File: src/rtl/iss_pkg.sv
// ============================================================================
// iss_pkg
// Shared constants and item types for the indexed stack store.
// ============================================================================
package iss_pkg;

    localparam int DEPTH  = 64;
    localparam int ADDR_W = $clog2(DEPTH);
    localparam int CNT_W  = $clog2(DEPTH + 1);

    localparam int OPCODE_W = 2;
    localparam int VALUE_W  = 32;
    localparam int POS_W    = 6;
    localparam int STATUS_W = 2;
    localparam int ECOUNT_W = 7;

    localparam logic [OPCODE_W-1:0] OP_PUSH   = 2'd0;
    localparam logic [OPCODE_W-1:0] OP_REMOVE = 2'd1;
    localparam logic [OPCODE_W-1:0] OP_READ   = 2'd2;

    localparam logic [STATUS_W-1:0] ST_OK    = 2'd0;
    localparam logic [STATUS_W-1:0] ST_FULL  = 2'd1;
    localparam logic [STATUS_W-1:0] ST_RANGE = 2'd2;

    typedef struct packed {
        logic [OPCODE_W-1:0]       opcode;
        logic signed [VALUE_W-1:0] value;
        logic [POS_W-1:0]          position;
    } t_in_item;

    typedef struct packed {
        logic [STATUS_W-1:0]       status;
        logic signed [VALUE_W-1:0] read_value;
        logic [ECOUNT_W-1:0]       entry_count;
    } t_out_item;

    // Commands from the controller to the datapath.
    typedef struct packed {
        logic                capture;
        logic [STATUS_W-1:0] status;
        logic                push;
        logic                rd_item;
        logic                rem_start;
        logic                shift_rd;
        logic                shift_wr;
        logic                count_dec;
        logic                load_out;
    } t_dp_cmd;

    // Conditions reported by the datapath.
    typedef struct packed {
        logic full;
        logic in_range;
        logic top_hit;
        logic shift_last;
    } t_dp_sts;

endpackage

File: src/rtl/iss_datapath.sv
// ============================================================================
// iss_datapath
// Entry memory, entry count, shift pointer and the result register.
// ============================================================================
module iss_datapath (
    input  logic               i_clk,
    input  logic               i_rst_n,
    input  iss_pkg::t_in_item  i_in,
    input  iss_pkg::t_dp_cmd   i_cmd,
    output iss_pkg::t_dp_sts   o_sts,
    output iss_pkg::t_out_item o_out
);
    import iss_pkg::*;

    // Entries are stored bottom-up: slot 0 is the bottom of the stack.
    logic [VALUE_W-1:0] mem [DEPTH];

    logic [CNT_W-1:0]    r_count;
    logic [ADDR_W-1:0]   r_ptr;
    logic [OPCODE_W-1:0] r_op;
    logic [STATUS_W-1:0] r_status;
    logic [VALUE_W-1:0]  r_rdata;
    t_out_item           r_out;

    logic [CNT_W-1:0]  in_pos;
    logic [ADDR_W-1:0] item_slot;
    logic [ADDR_W-1:0] rd_addr;
    logic [ADDR_W-1:0] wr_addr;
    logic [VALUE_W-1:0] wr_data;
    logic              wr_en;
    logic              rd_en;

    assign in_pos    = CNT_W'(i_in.position);
    assign item_slot = ADDR_W'(r_count - CNT_W'(1) - in_pos);

    assign o_sts.full       = (r_count == CNT_W'(DEPTH));
    assign o_sts.in_range   = (in_pos < r_count);
    assign o_sts.top_hit    = (i_in.position == '0);
    assign o_sts.shift_last = ((CNT_W'(r_ptr) + CNT_W'(2)) == r_count);

    assign rd_en   = i_cmd.rd_item | i_cmd.shift_rd;
    assign rd_addr = i_cmd.shift_rd ? ADDR_W'(r_ptr + ADDR_W'(1)) : item_slot;
    assign wr_en   = i_cmd.push | i_cmd.shift_wr;
    assign wr_addr = i_cmd.shift_wr ? r_ptr : ADDR_W'(r_count);
    assign wr_data = i_cmd.shift_wr ? r_rdata : VALUE_W'(i_in.value);

    always_ff @(posedge i_clk) begin
        if (wr_en) begin
            mem[wr_addr] <= wr_data;
        end
        if (rd_en) begin
            r_rdata <= mem[rd_addr];
        end
    end

    always_ff @(posedge i_clk) begin
        if (!i_rst_n) begin
            r_count <= '0;
        end else if (i_cmd.push) begin
            r_count <= r_count + CNT_W'(1);
        end else if (i_cmd.count_dec) begin
            r_count <= r_count - CNT_W'(1);
        end
    end

    always_ff @(posedge i_clk) begin
        if (i_cmd.capture) begin
            r_op     <= i_in.opcode;
            r_status <= i_cmd.status;
        end
        if (i_cmd.rem_start) begin
            r_ptr <= item_slot;
        end else if (i_cmd.shift_wr) begin
            r_ptr <= r_ptr + ADDR_W'(1);
        end
        if (i_cmd.load_out) begin
            r_out.status      <= r_status;
            r_out.read_value  <= (r_op == OP_READ && r_status == ST_OK) ? r_rdata : '0;
            r_out.entry_count <= ECOUNT_W'(r_count);
        end
    end

    assign o_out = r_out;

    a_count_bound: assert property (@(posedge i_clk) disable iff (!i_rst_n)
        r_count <= CNT_W'(DEPTH))
        else $error("entry count above depth");

    a_push_grows: assert property (@(posedge i_clk) disable iff (!i_rst_n)
        i_cmd.push |=> r_count == $past(r_count) + CNT_W'(1))
        else $error("push did not increment the count");

    a_shift_inside: assert property (@(posedge i_clk) disable iff (!i_rst_n)
        i_cmd.shift_wr |-> (CNT_W'(r_ptr) + CNT_W'(1)) < r_count)
        else $error("shift write outside the held entries");

endmodule

File: src/rtl/iss_ctrl.sv
// ============================================================================
// iss_ctrl
// Sequencer: decodes a request, runs the removal shift and hands off results.
// ============================================================================
module iss_ctrl (
    input  logic                            i_clk,
    input  logic                            i_rst_n,
    input  logic                            i_in_valid,
    input  logic [iss_pkg::OPCODE_W-1:0]    i_opcode,
    output logic                            o_in_stall,
    input  logic                            i_out_stall,
    output logic                            o_out_valid,
    input  iss_pkg::t_dp_sts                i_sts,
    output iss_pkg::t_dp_cmd                o_cmd
);
    import iss_pkg::*;

    typedef enum logic [1:0] {
        S_IDLE,
        S_SHIFT_RD,
        S_SHIFT_WR,
        S_RESULT
    } t_state;

    t_state  r_state, n_state;
    logic    r_out_valid;
    t_dp_cmd cmd;

    always_comb begin
        cmd     = '0;
        n_state = r_state;
        cmd.status = ST_OK;
        unique case (r_state)
            S_IDLE: begin
                if (i_in_valid) begin
                    cmd.capture = 1'b1;
                    n_state     = S_RESULT;
                    unique case (i_opcode)
                        OP_PUSH: begin
                            if (i_sts.full) begin
                                cmd.status = ST_FULL;
                            end else begin
                                cmd.push = 1'b1;
                            end
                        end
                        OP_REMOVE: begin
                            if (!i_sts.in_range) begin
                                cmd.status = ST_RANGE;
                            end else if (i_sts.top_hit) begin
                                cmd.count_dec = 1'b1;
                            end else begin
                                cmd.rem_start = 1'b1;
                                n_state       = S_SHIFT_RD;
                            end
                        end
                        OP_READ: begin
                            if (!i_sts.in_range) begin
                                cmd.status = ST_RANGE;
                            end else begin
                                cmd.rd_item = 1'b1;
                            end
                        end
                        default: begin
                        end
                    endcase
                end
            end
            S_SHIFT_RD: begin
                cmd.shift_rd = 1'b1;
                n_state      = S_SHIFT_WR;
            end
            S_SHIFT_WR: begin
                cmd.shift_wr = 1'b1;
                if (i_sts.shift_last) begin
                    cmd.count_dec = 1'b1;
                    n_state       = S_RESULT;
                end else begin
                    n_state = S_SHIFT_RD;
                end
            end
            S_RESULT: begin
                if (!r_out_valid || !i_out_stall) begin
                    cmd.load_out = 1'b1;
                    n_state      = S_IDLE;
                end
            end
            default: begin
                n_state = S_IDLE;
            end
        endcase
    end

    always_ff @(posedge i_clk) begin
        if (!i_rst_n) begin
            r_state     <= S_IDLE;
            r_out_valid <= 1'b0;
        end else begin
            r_state <= n_state;
            if (cmd.load_out) begin
                r_out_valid <= 1'b1;
            end else if (!i_out_stall) begin
                r_out_valid <= 1'b0;
            end
        end
    end

    assign o_in_stall  = (r_state != S_IDLE);
    assign o_out_valid = r_out_valid;
    assign o_cmd       = cmd;

endmodule

File: src/rtl/indexed_stack_store.sv
// ============================================================================
// indexed_stack_store
// Stack of signed 32-bit entries with read and removal at any position.
// ============================================================================
// Push, read and failed requests go from acceptance to the result state. A
// removal at position p first moves each of the p entries above the gap with
// one read and one write of the single-port-pair entry memory.
// One request is in flight at a time; the result register frees the input.
// Reset is synchronous and clears the entry count and the control state.
module indexed_stack_store (
    input  logic               i_clk,
    input  logic               i_rst_n,
    input  logic               i_in_valid,
    output logic               o_in_stall,
    input  iss_pkg::t_in_item  i_in,
    output logic               o_out_valid,
    input  logic               i_out_stall,
    output iss_pkg::t_out_item o_out
);
    import iss_pkg::*;

    t_dp_cmd cmd;
    t_dp_sts sts;

    iss_ctrl u_ctrl (
        .i_clk       (i_clk),
        .i_rst_n     (i_rst_n),
        .i_in_valid  (i_in_valid),
        .i_opcode    (i_in.opcode),
        .o_in_stall  (o_in_stall),
        .i_out_stall (i_out_stall),
        .o_out_valid (o_out_valid),
        .i_sts       (sts),
        .o_cmd       (cmd)
    );

    iss_datapath u_datapath (
        .i_clk   (i_clk),
        .i_rst_n (i_rst_n),
        .i_in    (i_in),
        .i_cmd   (cmd),
        .o_sts   (sts),
        .o_out   (o_out)
    );

endmodule
File: config.mk
export PLATFORM = sky130hd
export DESIGN_NAME = indexed_stack_store
export DESIGN_NICKNAME = d
export VERILOG_FILES = /design/src/rtl/iss_pkg.sv /design/src/rtl/iss_datapath.sv /design/src/rtl/iss_ctrl.sv /design/src/rtl/indexed_stack_store.sv
export SDC_FILE = /design/constraint.sdc
export NUM_CORES = 2
export LEC_CHECK = 0
export BUFFER_PORTS_ARGS = -buffer_cell sky130_fd_sc_hd__buf_2
export CAP_MARGIN = 40
export CORE_MARGIN = 10
export CORE_UTILIZATION = 50
export CTS_BUF_LIST = sky130_fd_sc_hd__clkbuf_4 sky130_fd_sc_hd__clkbuf_8
export DETAILED_ROUTE_END_ITERATION = 7
export GPL_TIMING_DRIVEN = 0
export PLACE_DENSITY = 0.75
export SLEW_MARGIN = 20
export SYNTH_ARGS = -nofsm -noshare
export SYNTH_HDL_FRONTEND = slang
export SYNTH_SLANG_ARGS = --single-unit
File: constraint.sdc
create_clock -name i_clk -period 3.6 [get_ports i_clk]
set_clock_uncertainty 0.2 [all_clocks]
set_input_delay 0.36 -clock i_clk [delete_from_list [all_inputs] [get_ports i_clk]]
set_output_delay 0.36 -clock i_clk [all_outputs]
set_load 0.1 [all_outputs]
==> impl_metrics.py <==
metrics = {
    "run": {
        "max_cap_violations": 0,
    },
    "detailed_routing": {
        "avgViaCountPerCell": 6.19,
        "vias": 49100,
        "drt_iter0_drc": 6414,
        "drc": 0,
        "postRouteAntennaNets": 0,
        "drtPass1Iterations": 6,
        "wl_mm": 239,
        "wl_per_cell_um": 30.2,
    },
    "critical_path": {
        "crit_required_ns": 4.16,
        "ff2ff_setup_slack_ns": -0.86,
        "worstReg2RegStart": "u_datapath.r_count[1]",
        "worst-path-max-fanout": 6,
        "critPathLaunchType": "flip-flop",
        "r2r-end": "u_datapath.r_rdata[14]",
        "arrival_ns": 5.02,
        "end_kind": "flip-flop",
        "worstRegToRegCells": 15,
        "crit_type": "reg -> reg",
    },
    "floorplan": {
        "die_x_um": 431,
        "initial_core_util": 0.504,
        "num_rows": 150,
        "die_y_um": 431,
        "num_io_pins": 87,
        "die_area_um2": 186000,
        "design.core.area_um2": 167000,
    },
    "synth": {
        "synth_top_area_share": 0.758,
        "ys_top_cells_by_count": "edfxtp_1 (2131), mux2i_1 (1035), a22oi_1 (512), nand3_1 (272), buf_2 (162)",
        "yosysSeqAreaShare": 0.761,
        "synth-compound-area-share": 0.0498,
        "yosysMostFrequentCell": "edfxtp_1",
        "synthXorXnorAreaFrac": 0.00228,
        "synthArstFlopShare": 0,
        "synth_top_family_by_area": "multiplexers",
        "synth-simple-area-share": 0.0369,
        "synthAdderAreaFrac": 0.00320,
        "synthCells": 4743,
        "synth_top_area_cell": "edfxtp_1",
        "synth_edf_count": 2131,
        "ys_ff_latch": 2141,
        "synth_flop_cell": "edfxtp_1",
        "synth.distinct_cells": 54,
        "post_synth.cell_area_avg_um2": 17.8,
        "ys_warn_count": 0,
        "synth.area.top_cells": "edfxtp_1 (76%), mux2i_1 (12%), a22oi_1 (4.6%)",
        "yosys-mux-area-fraction": 0.128,
        "synth_nets": 4808,
        "synth_area_um2": 84400,
    },
    "sta": {
        "setup_viol": 63,
        "hold_viol_final": 0,
        "max_slew_margin": 0.390,
        "setup_ws_ns": -0.864,
        "min_period_ns": 4.46,
        "drv_slew": 0,
        "finalCritPeriodShare": 1.24,
        "fmax_mhz": 224,
        "rsz0062_at_grt": "yes",
        "worst_slew_pin_slew_ns": 0.916,
    },
    "placed_design": {
        "dp_slack_ns": -1.69,
        "hpwl_mm": 151,
        "dp.cells": 7142,
        "place_area_um2": 90800,
        "portBuffers": 85,
        "place_congestion": 0.942,
    },
    "global_route": {
        "antenna_found_initial": 12,
        "grt_max_degree": 65,
        "track_usage": 0.246,
        "grt_pass1_vias": 48300,
        "gr-total-overflow": 0,
        "grt_pass1_wl_mm": 333,
    },
    "clocking": {
        "cts.reportedPaths.clkPinSlew_ns": 0.07,
        "cts_made_buffers": 338,
        "cts_tree": "yes",
        "clockBufferDepth": 4,
        "clk_latency_ns": 1.07,
        "clock_sinks": 2141,
        "cts_root_buffer": "clkbuf_8",
        "htreeDepth": 5,
    },
    "final_layout": {
        "fillers": 11200,
        "final_area_um2": 102000,
        "nNetsFinal": 5546,
        "syn_to_final_growth_pct": 20.6,
        "stdcell_count": 7937,
        "drive_gt1_frac": 0.254,
        "final_util": 0.608,
    },
    "min_path": {
        "min_from": "i_in[29]",
        "hp-class": "in -> reg",
        "holdPathEnd": "u_datapath.mem[9][23]",
        "whs_path_depth": 3,
    },
    "outcome": {
        "violations": "setup timing",
        "status": "finished, violations left",
    },
    "power": {
        "leakage_nw": 36.2,
        "cellPowerDensity_nw_per_um2": 598,
        "ir_worst_vdd_mv": 0.464,
    },
}
final cells by class:
cell class	count	area, um2	share of cell area
flip-flops and latches	2141	64200	0.631
diodes	10	25.0	0.000246
repair buffers	404	5430	0.0533
well taps	2204	2760	0.0271
clock buffers	455	5570	0.0547
plain buffers	274	2410	0.0236
inverters	19	75.1	0.000737
clock inverters	127	835	0.00820
multi-input cells	2303	20500	0.201
sequential cells by signal, summed over array words and instances, names as in the netlist:
register	count
u_ctrl.o_out_valid	1
u_ctrl.r_state	2
u_datapath.mem	2048
u_datapath.o_out	41
u_datapath.r_count	7
u_datapath.r_op	2
u_datapath.r_ptr	6
u_datapath.r_rdata	32
u_datapath.r_status	2
placed cells by master, fill, tap and decap left out, drive strengths merged, types with 13 or more instances in the layout:
cell and n:
xnor2 13, nand4 69, edfxtp 2131, clkbuf 494, buf 597, and2 34
mux2i 1035, ha 20, inv 19, nor2 84, a21oi 16, nand3 272
a22oi 512, clkinv 111, mux2 35, dlygate4sd3 41, nand2 135
worst max-delay path by stage:
stage | startpoint | endpoint
global route | u_ctrl.r_state[1] | u_datapath.r_rdata[16]
floorplan | u_ctrl.r_state[1] | u_datapath.mem[26][0]
detailed placement | u_datapath.r_count[0] | u_datapath.r_rdata[13]
finish | u_datapath.r_count[1] | u_datapath.r_rdata[14]
global placement | u_ctrl.r_state[0] | u_datapath.mem[30][15]
CTS | u_datapath.r_count[1] | u_datapath.r_rdata[13]
through the flow:
step                      power [W]  setup TNS [ns]  hold slack [ns]
after CTS                    0.0600          -40.88          0.00718
after floorplan              0.0346         -120.37            0.203
after global routing         0.0623          -24.34          0.00626
after global placement       0.0385        -7207.94            0.216
final                        0.0609          -21.24           0.0298
after detailed placement     0.0390         -710.27            0.220
metal layers:
layer / track usage / vias up / part of all wire
met1: 0.309 / 24700 / 0.35
li1: - / 20500 / -
met3: 0.0612 / 627 / 0.11
met2: 0.381 / 3279 / 0.46
met5: 0 / - / 0.00087
met4: 0.160 / 10 / 0.074
repair_timing:
action	CTS	global route
buffers inserted	100	69
pin swaps	120	82
hold buffers	40	1
resized for setup	417	127
endpoints found under the hold margin	1115	16
endpoints found under the setup margin	3429	3337
cloned	6	0
cells by family (layout without fill, tap and decap cells):
family | Yosys count | count (layout)
multiplexers | 1070 | 1070
AO/OA/AOI/OAI | 559 | 559
XOR/XNOR | 22 | 22
adder cells (fa/ha/maj) | 21 | 21
other | 0 | 10
AND/OR/NAND/NOR | 631 | 631
flip-flops | 2141 | 2141
buffers and inverters | 299 | 1279
critical path: stages (launching register included):
cell        delay (ns)
dfxtp_2           0.35
buf_6             0.13
clkinvlp_4        0.16
ha_4              0.28
fa_2              0.40
xor2_4            0.22
mux2_4            0.32
nor2_4            0.12
buf_12            0.17
buf_12            0.16
buf_12            0.14
buf_8             0.13
a22oi_2           0.08
nand3_2           0.16
nand4_1           0.62
mux2_4            0.52
power by group:
| part | switching, W | internal [W] |
|---|---|---|
| combinational | 0.00804 | 0.00422 |
| sequential | 0.000138 | 0.0284 |
| clock | 0.00932 | 0.0108 |
| total | 0.0175 | 0.0434 |
Power figures use the tool's default switching activity.
